===== config.mk =====
export PLATFORM = sky130hd
export DESIGN_NAME = poly_voice_allocator_adsr
export DESIGN_NICKNAME = d
export VERILOG_FILES = /design/src/design/pva_pkg.sv /design/src/design/pva_cfg.sv /design/src/design/pva_vmem.sv /design/src/design/poly_voice_allocator_adsr.sv
export SDC_FILE = /design/constraint.sdc
export NUM_CORES = 1
export LEC_CHECK = 0
export ABC_AREA = 0
export ABC_CLOCK_PERIOD_IN_PS = 9100
export BUFFER_PORTS_ARGS = -buffer_cell sky130_fd_sc_hd__buf_4
export CAP_MARGIN = 20
export CORE_MARGIN = 2
export CORE_UTILIZATION = 56
export CTS_BUF_LIST = sky130_fd_sc_hd__clkbuf_4 sky130_fd_sc_hd__clkbuf_8 sky130_fd_sc_hd__clkbuf_16
export DETAILED_ROUTE_END_ITERATION = 12
export GPL_TIMING_DRIVEN = 1
export HOLD_SLACK_MARGIN = 0.12
export PLACE_DENSITY_LB_ADDON = 0.15
export SLEW_MARGIN = 40
export SYNTH_ARGS = -nofsm -noshare
export SYNTH_HDL_FRONTEND = slang
export SYNTH_SLANG_ARGS = --single-unit
export TNS_END_PERCENT = 1

===== constraint.sdc =====
create_clock -name clk -period 9.1 [get_ports clk]
set_clock_uncertainty 0.1 [all_clocks]
set_input_delay 0.455 -clock clk [delete_from_list [all_inputs] [get_ports clk]]
set_output_delay 0.455 -clock clk [all_outputs]
set_load 0.05 [all_outputs]

===== src/design/pva_pkg.sv =====
// Package: voice entry and config types, envelope step, command, status and register codes.
`timescale 1ns / 1ps
package pva_pkg;

  localparam logic [2:0] CMD_TICK   = 3'd0;
  localparam logic [2:0] CMD_NOTEON = 3'd1;
  localparam logic [2:0] CMD_NOTEOFF = 3'd2;
  localparam logic [2:0] CMD_PEDAL  = 3'd3;
  localparam logic [2:0] CMD_ALLOFF = 3'd4;

  localparam logic [1:0] ST_FREE    = 2'd0;
  localparam logic [1:0] ST_STOLEN  = 2'd1;
  localparam logic [1:0] ST_NOMATCH = 2'd2;
  localparam logic [1:0] ST_DONE    = 2'd3;

  localparam logic [1:0] REG_ATTACK  = 2'd0;
  localparam logic [1:0] REG_DECAY   = 2'd1;
  localparam logic [1:0] REG_SUSTAIN = 2'd2;
  localparam logic [1:0] REG_RELEASE = 2'd3;

  localparam logic [15:0] FULL_SCALE = 16'd32768;
  localparam logic [6:0]  PEDAL_THRESHOLD = 7'd64;

  typedef struct packed {
    logic        on;
    logic        rel;
    logic        hold;
    logic        dec;
    logic [6:0]  key;
    logic [6:0]  vel;
    logic [15:0] level;
  } voice_t;

  typedef struct packed {
    logic [15:0] attack;
    logic [15:0] decay;
    logic [15:0] sustain;
    logic [15:0] release_step;
  } cfg_t;

  function automatic voice_t env_advance(voice_t v, cfg_t c);
    voice_t     r;
    logic [16:0] sum;
    logic [15:0] lvl;
    r   = v;
    sum = {1'b0, v.level} + {1'b0, c.attack};
    lvl = v.level;
    if (v.on && !v.hold) begin
      if (!v.rel) begin
        if (!v.dec) begin
          if (sum >= {1'b0, FULL_SCALE}) begin
            r.level = FULL_SCALE;
            r.dec   = 1'b1;
          end else begin
            r.level = sum[15:0];
          end
        end else if (lvl > c.sustain) begin
          lvl = (lvl > c.decay) ? lvl - c.decay : 16'd0;
          r.level = (lvl <= c.sustain) ? c.sustain : lvl;
        end
      end else if (lvl > c.release_step) begin
        r.level = lvl - c.release_step;
      end else begin
        r.level = 16'd0;
        r.on    = 1'b0;
        r.rel   = 1'b0;
      end
    end
    return r;
  endfunction

endpackage


===== src/design/pva_cfg.sv =====
// APB register file for the envelope settings.
`timescale 1ns / 1ps
module pva_cfg (
  input  logic          clk,
  input  logic          rst,
  input  logic          psel,
  input  logic          penable,
  input  logic          pwrite,
  input  logic [3:0]    paddr,
  input  logic [31:0]   pwdata,
  output logic [31:0]   prdata,
  output logic          pready,
  output pva_pkg::cfg_t cfg
);
  import pva_pkg::*;

  logic [1:0] sel;
  assign sel    = paddr[3:2];
  assign pready = 1'b1;

  always_ff @(posedge clk) begin
    if (rst) begin
      cfg.attack       <= 16'd68;
      cfg.decay        <= 16'd0;
      cfg.sustain      <= 16'd32768;
      cfg.release_step <= 16'd68;
    end else if (psel && penable && pwrite && pready) begin
      unique case (sel)
        REG_ATTACK:  cfg.attack       <= pwdata[15:0];
        REG_DECAY:   cfg.decay        <= pwdata[15:0];
        REG_SUSTAIN: cfg.sustain      <= pwdata[15:0];
        REG_RELEASE: cfg.release_step <= pwdata[15:0];
        default:     cfg.attack       <= cfg.attack;
      endcase
    end
  end

  always_comb begin
    unique case (sel)
      REG_ATTACK:  prdata = {16'd0, cfg.attack};
      REG_DECAY:   prdata = {16'd0, cfg.decay};
      REG_SUSTAIN: prdata = {16'd0, cfg.sustain};
      REG_RELEASE: prdata = {16'd0, cfg.release_step};
      default:     prdata = 32'd0;
    endcase
  end
endmodule


===== src/design/pva_vmem.sv =====
// Voice table memory with per-entry valid bits and a registered read.
`timescale 1ns / 1ps
module pva_vmem #(
  parameter int VOICES = 8,
  parameter int IW = 3
) (
  input  logic            clk,
  input  logic            rst,
  input  logic            clr,
  input  logic [IW-1:0]   rd_addr,
  output pva_pkg::voice_t rd_data,
  input  logic            we,
  input  logic [IW-1:0]   wr_addr,
  input  pva_pkg::voice_t wr_data
);
  import pva_pkg::*;

  voice_t              mem [VOICES];
  voice_t              mem_q;
  logic [VOICES-1:0]   valid;
  logic                valid_q;

  always_ff @(posedge clk) begin
    if (we) begin
      mem[wr_addr] <= wr_data;
    end
    mem_q <= mem[rd_addr];
  end

  always_ff @(posedge clk) begin
    if (rst || clr) begin
      valid   <= '0;
      valid_q <= 1'b0;
    end else begin
      if (we) begin
        valid[wr_addr] <= 1'b1;
      end
      valid_q <= valid[rd_addr];
    end
  end

  // Entries never written since reset or all-off read as an idle voice.
  assign rd_data = valid_q ? mem_q : '0;
endmodule


===== src/design/poly_voice_allocator_adsr.sv =====
// Top level: polyphonic voice allocator with linear ADSR envelopes.
// Tick: VOICES results, one per voice; each voice passes S_RD, S_EV (write-back) and
// S_OUT, which waits while the output stalls. Note on / note off / pedal up: one read
// per voice via the single memory read port, then S_FIN and one result.
// Pedal down, all notes off: S_FIN and one result. One request in work at a time.
// Reset (synchronous, rst high): clears valid bits and pedal at once, no sweep.
`timescale 1ns / 1ps
module poly_voice_allocator_adsr #(
  parameter int VOICES = 8
) (
  input  logic        clk,
  input  logic        rst,
  // s_axis_tdata: cmd[2:0], note[9:3], velocity[16:10], pedal_value[23:17]
  input  logic        s_axis_tvalid,
  output logic        s_axis_tready,
  input  logic [23:0] s_axis_tdata,
  // m_axis_tdata: voice_index[2:0], voice_note[9:3], voice_velocity[16:10],
  //   envelope[32:17], voice_active[33], voice_releasing[34], voice_held[35]
  output logic        m_axis_tvalid,
  input  logic        m_axis_tready,
  output logic [39:0] m_axis_tdata,
  // m_axis_tuser: status[1:0]
  output logic [1:0]  m_axis_tuser,
  output logic        m_axis_tlast,
  input  logic        psel,
  input  logic        penable,
  input  logic        pwrite,
  input  logic [3:0]  paddr,
  input  logic [31:0] pwdata,
  output logic [31:0] prdata,
  output logic        pready
);
  import pva_pkg::*;

  localparam int IW = (VOICES > 1) ? $clog2(VOICES) : 1;
  localparam logic [IW-1:0] LAST_IDX = IW'(VOICES - 1);

  typedef enum logic [4:0] {
    S_IDLE = 5'b00001,
    S_RD   = 5'b00010,
    S_EV   = 5'b00100,
    S_FIN  = 5'b01000,
    S_OUT  = 5'b10000
  } state_t;

  state_t      state, state_next;
  cfg_t        cfg;

  // Request held for the duration of the scan.
  logic [2:0]  cmd;
  logic [6:0]  note;
  logic [6:0]  vel;
  logic        pedal_down;

  // Scan bookkeeping.
  logic [IW-1:0] idx;
  logic          found;
  logic [IW-1:0] pick;
  logic [IW-1:0] steal;
  logic [22:0]   best;
  voice_t        pick_ent;

  // Memory access.
  voice_t        rd_data;
  logic          we;
  logic [IW-1:0] wr_addr;
  voice_t        wr_data;
  logic          clr;

  // Result register.
  logic [IW-1:0] o_idx;
  voice_t        o_ent;
  logic [1:0]    o_status;
  logic          o_last;

  logic          s_acc;
  logic          is_off;
  voice_t        adv;
  voice_t        noff_ent;
  logic [6:0]    weight;
  logic [22:0]   loud;
  logic [5:0]    idx_ext;

  pva_cfg u_cfg (
    .clk, .rst, .psel, .penable, .pwrite, .paddr, .pwdata, .prdata, .pready, .cfg
  );

  pva_vmem #(.VOICES(VOICES), .IW(IW)) u_vmem (
    .clk, .rst, .clr,
    .rd_addr (idx),
    .rd_data,
    .we, .wr_addr, .wr_data
  );

  assign s_axis_tready = (state == S_IDLE);
  assign s_acc         = s_axis_tvalid && s_axis_tready;
  assign clr           = s_acc && (s_axis_tdata[2:0] == CMD_ALLOFF);

  // A note-on with zero velocity behaves as a note-off.
  assign is_off = (cmd == CMD_NOTEOFF) || (cmd == CMD_NOTEON && vel == 7'd0);

  assign adv    = env_advance(rd_data, cfg);
  assign weight = (rd_data.vel == 7'd0) ? 7'd1 : rd_data.vel;
  assign loud   = 23'(rd_data.level) * 23'(weight);

  always_comb begin
    noff_ent = pick_ent;
    if (pedal_down) begin
      noff_ent.hold = 1'b1;
    end else begin
      noff_ent.rel = 1'b1;
    end
  end

  // Next state and memory write.
  always_comb begin
    state_next = state;
    we         = 1'b0;
    wr_addr    = idx;
    wr_data    = adv;
    unique case (state)
      S_IDLE: begin
        if (s_acc) begin
          priority case (s_axis_tdata[2:0])
            CMD_TICK, CMD_NOTEON, CMD_NOTEOFF: state_next = S_RD;
            CMD_PEDAL: state_next = (s_axis_tdata[23:17] >= PEDAL_THRESHOLD) ? S_FIN : S_RD;
            CMD_ALLOFF: state_next = S_FIN;
            default: state_next = S_IDLE;
          endcase
        end
      end
      S_RD: state_next = S_EV;
      S_EV: begin
        if (cmd == CMD_TICK) begin
          we         = 1'b1;
          state_next = S_OUT;
        end else begin
          if (cmd == CMD_PEDAL && rd_data.hold) begin
            we          = 1'b1;
            wr_data     = rd_data;
            wr_data.hold = 1'b0;
            wr_data.rel = 1'b1;
          end
          state_next = (idx == LAST_IDX) ? S_FIN : S_RD;
        end
      end
      S_FIN: begin
        if (cmd == CMD_NOTEON && !is_off) begin
          we      = 1'b1;
          wr_addr = found ? pick : steal;
          wr_data = '{on: 1'b1, rel: 1'b0, hold: 1'b0, dec: 1'b0,
                      key: note, vel: vel, level: 16'd0};
        end else if (is_off && found) begin
          we      = 1'b1;
          wr_addr = pick;
          wr_data = noff_ent;
        end
        state_next = S_OUT;
      end
      S_OUT: begin
        if (m_axis_tready) begin
          state_next = o_last ? S_IDLE : S_RD;
        end
      end
      default: state_next = S_IDLE;
    endcase
  end

  always_ff @(posedge clk) begin
    if (rst) begin
      state      <= S_IDLE;
      pedal_down <= 1'b0;
      idx        <= '0;
      found      <= 1'b0;
    end else begin
      state <= state_next;
      if (state == S_IDLE && s_acc) begin
        idx   <= '0;
        found <= 1'b0;
        if (s_axis_tdata[2:0] == CMD_PEDAL) begin
          pedal_down <= (s_axis_tdata[23:17] >= PEDAL_THRESHOLD);
        end else if (s_axis_tdata[2:0] == CMD_ALLOFF) begin
          pedal_down <= 1'b0;
        end
      end else if (state == S_EV) begin
        if (cmd != CMD_TICK && idx != LAST_IDX) begin
          idx <= idx + 1'b1;
        end
        // First free voice for note-on, first matching voice for note-off.
        if (!found && cmd == CMD_NOTEON && !is_off && !rd_data.on && !rd_data.rel) begin
          found <= 1'b1;
        end
        if (!found && is_off && rd_data.on && !rd_data.rel && rd_data.key == note) begin
          found <= 1'b1;
        end
      end else if (state == S_OUT && m_axis_tready && !o_last) begin
        idx <= idx + 1'b1;
      end
    end
  end

  // Request capture and scan datapath.
  always_ff @(posedge clk) begin
    if (state == S_IDLE && s_acc) begin
      cmd  <= s_axis_tdata[2:0];
      note <= s_axis_tdata[9:3];
      vel  <= s_axis_tdata[16:10];
    end
    if (state == S_EV && !found) begin
      if (cmd == CMD_NOTEON && !is_off) begin
        if (!rd_data.on && !rd_data.rel) begin
          pick <= idx;
        end
        // Quietest voice, ties to the lowest index.
        if (idx == '0 || loud < best) begin
          best  <= loud;
          steal <= idx;
        end
      end
      if (is_off && rd_data.on && !rd_data.rel && rd_data.key == note) begin
        pick     <= idx;
        pick_ent <= rd_data;
      end
    end
  end

  // Load the result register.
  always_ff @(posedge clk) begin
    if (state == S_EV && cmd == CMD_TICK) begin
      o_idx    <= idx;
      o_ent    <= adv;
      o_status <= ST_DONE;
      o_last   <= (idx == LAST_IDX);
    end else if (state == S_FIN) begin
      o_last <= 1'b1;
      if (cmd == CMD_NOTEON && !is_off) begin
        o_idx    <= found ? pick : steal;
        o_ent    <= wr_data;
        o_status <= found ? ST_FREE : ST_STOLEN;
      end else if (is_off) begin
        o_idx    <= found ? pick : '0;
        o_ent    <= found ? noff_ent : '0;
        o_status <= found ? ST_DONE : ST_NOMATCH;
      end else begin
        o_idx    <= '0;
        o_ent    <= '0;
        o_status <= ST_DONE;
      end
    end
  end

  assign idx_ext       = 6'(o_idx);
  assign m_axis_tvalid = (state == S_OUT);
  assign m_axis_tdata  = {4'd0, o_ent.hold, o_ent.rel, o_ent.on, o_ent.level,
                          o_ent.vel, o_ent.key, idx_ext[2:0]};
  assign m_axis_tuser  = o_status;
  assign m_axis_tlast  = o_last;
endmodule


==> impl_metrics.yaml <==
outcome:
  status: "complete, no violations"
clock_network:
  cts_tree: "done"
  clk_latency_ns: 0.62
  htreeDepth: 2
  cts_root_buf: "clkbuf_16"
  numCtsBuffers: 52
  cts.sinks: 508
  clockBufferDepth: 3
  clk_pin_slew_ns: 0.06
worst_setup_path:
  r2r_slack_ns: 0.82
  critPathMaxStageDelay_ns: 0.57
  path_buf_inv: 7
  critPathKind: "flip-flop to flip-flop"
  crit_family: "adder cells"
  r2r_cells: 32
  path_max_fanout: 43
  crit_required_ns: 9.31
  worstPathArrival_ns: 8.49
  rr_startpoint: "u_vmem.valid_q"
  cp-start-kind: "flip-flop"
  crit_slowest_cell: "fa_1"
  worst_setup_path_end_kind: "flip-flop"
  crit_top_cell: "inv_1"
  worstReg2RegEnd: "best[1]"
sta:
  worst_pin_slew_ns: 0.8853
  min_period_ns: 8.277
  grt_setup_unrepaired: "false"
  tns_ns: 0
  maxSlewHeadroom: 0.4081
  worst_slack_ns: 0.8225
  fin_crit_sh: 0.9096
  slew_viol_final: 0
  setup-violations-final: 0
  fmax_mhz: 120.8
  report.final.hold_viol_count: 0
logic_synthesis:
  ys_types: 98
  ys_ff_latch: 508
  syn_area_um2: 27990
  synth.avg_cell_area_um2: 11.63
  yosysWarnings: 0
  synth_flop_cell: "edfxtp_1"
  synth-edff-count: 389
  ys_seq_area_frac: 0.5025
  syn_inst: 2407
  async_flop_share: 0
global_route:
  grt_usage: 0.3058
  grt_first_pass_wirelength_mm: 117.7
  grt_pass1_vias: 19605
  grt_max_degree: 70
  antenna_found_initial: 1
  grt_overflow: 0
detailed_routing:
  vias: 20251
  route.detailed.drc: 0
  dr.pass1.iters: 6
  drt-total-wl_mm: 77.97
  drt_iter0_markers: 2175
  via_per_inst: 6.264
  post_drt_wl_per_cell_um: 24.12
  ant_nets: 0
hold_path:
  hold_start: "rst"
  hold_end: "state[4]"
  hold_class: "input pin to flip-flop"
  hold_depth: 2
placement:
  place_congestion: 0.9882
  dpl.hpwl_mm: 53.88
  dp_slack_ns: 0.9515
  portBuffers: 99
floorplan:
  pin_count: 145
  core-area_um2: 49150
  start_util: 0.5694
  die_area_um2: 51790
  die_w_um: 227.6
  rows: 81
  die_h_um: 227.6
layout:
  final_common_cell: "edfxtp_1"
  final_cell_mix: "389 x edfxtp_1, 283 x nand2_1, 190 x inv_1, 145 x a21oi_1, 145 x buf_4"
  area_growth_pct: 13.28
  insertedDiodeCount: 0
  nets: 2793
  drive_gt1_frac: 0.1674
flow_run:
  max_cap_viol_count: 0
pwr:
  ir_drop_v: 0.0001726
  power_density_nw_per_um2: 156.3
  leakagePower_nw: 11.79
-- timing repair --
item / 4_1_cts / 5_1_grt
resized for setup: 0 / 0
buffers inserted: 0 / 0
endpoints found under the setup margin: 0 / 0
hold buffers: 35 / 0
hold endpoints to repair: 84 / 0
-- sequential cells by signal, summed over array words and instances, names as in the netlist, 7 cells and up --
signal        flops
u_vmem.mem      272
u_vmem.mem_q     34
best             23
note              7
u_cfg.cfg        64
u_vmem.valid      8
vel               7
m_axis_tdata     33
noff_ent         32
-- how the worst max path moves through the flow --
stage                     start  endpoint  slack (ns)  depth (start not counted)
3_3_place_gp     u_vmem.valid_q   best[0]        1.05                         32
2_1_floorplan    u_vmem.valid_q   best[0]        0.47                         38
5_1_grt          u_vmem.valid_q   best[1]        0.17                         32
3_5_place_dp     u_vmem.valid_q   best[0]        0.95                         32
4_1_cts        u_vmem.mem_q[22]   best[1]        0.91                         32
6_report         u_vmem.valid_q   best[1]        0.82                         32
-- synth_stat cells (all sizes together) (10+ instances only) --
master	count	area [um^2]
nand4	14	87.58
o22ai	20	125.1
xor2	24	210.2
o211ai	15	112.6
nor2	143	539.3
buf	60	342.8
a31oi	16	115.1
a21o	32	241.5
inv	193	724.4
xnor2	52	455.4
dfxtp	119	2382
mux2	37	416.7
edfxtp	389	11680
a22o	21	183.9
o21ai	78	390.4
a22oi	30	225.2
nor2b	18	112.6
o21a	16	120.1
o21bai	12	90.09
a31o	10	87.59
fa	70	1401
ha	131	1639
nor3	23	125.1
nand2b	15	93.84
mux4	86	1937
and2	23	143.9
nand2	287	1090
a21oi	148	744.5
nand3	29	145.1
clkbuf	78	292.8
and3	71	444.2
or3	11	73.82
-- through the flow --
step / utilization / hold WS, ns / power [mW] / cell area (um^2) / instances
after detailed placement: 0.5999 / 0.3506 / 2.753 / 29490 / 3099
final: 0.6450 / 0.2963 / 4.954 / 31710 / 3233
after global placement: 0.5996 / 0.3408 / 2.749 / 29470 / 3099
after CTS: 0.6445 / 0.2673 / 4.978 / 31680 / 3232
after global routing: 0.6450 / 0.3096 / 5.079 / 31710 / 3233
after floorplan: - / 0.3220 / 2.690 / 28060 / 2426
-- cell families (layout without fill, tap and decap cells) --
| kind of cell | after synthesis | after routing | share of synthesized area |
|---|---|---|---|
| XOR/XNOR | 76 | 76 | 0.02378 |
| AND/OR/NAND/NOR | 664 | 664 | 0.1105 |
| adder cells (fa/ha/maj) | 205 | 205 | 0.1101 |
| AO/OA/AOI/OAI | 488 | 488 | 0.1173 |
| flip-flops | 508 | 508 | 0.5025 |
| other | 2 | 21 | 0.0002683 |
| buffers and inverters | 334 | 477 | 0.04899 |
| multiplexers | 130 | 130 | 0.08659 |
-- power by group --
group	internal, mW	switching (mW)	total, mW
clock network	1.29	0.941	2.24
logic	0.0773	0.143	0.221
registers	2.48	0.0172	2.50
total	3.85	1.10	4.95
-- worst reg2reg max path, delay by kind of cell (launching register included) --
kind	cells	cell delay (ns)
and+or+nand+nor	7	1.04
adders and majority gates	6	2.78
AOI/OAI and AO/OA	11	2.38
xor gates and xnor gates	1	0.16
buffers and inverters	7	0.91
DFF	1	0.55
-- metal layers --
metal	part of all wire	global-route usage
met5	0	0
met3	0.082	0.04504
met2	0.47	0.4908
met1	0.41	0.4218
met4	0.040	0.1229
-- cell type report --
cell class	instances	area (um^2)
Multi-Input combinational cell	1584	12750
Sequential cell	508	14080
Clock buffer	73	1592
Clock inverter	25	250.2
Timing Repair Buffer	183	1475
Inverter	196	735.7
Tap cell	664	830.8
Fill cell	3751	17450
No activity file was read; power rests on OpenSTA's default activity.
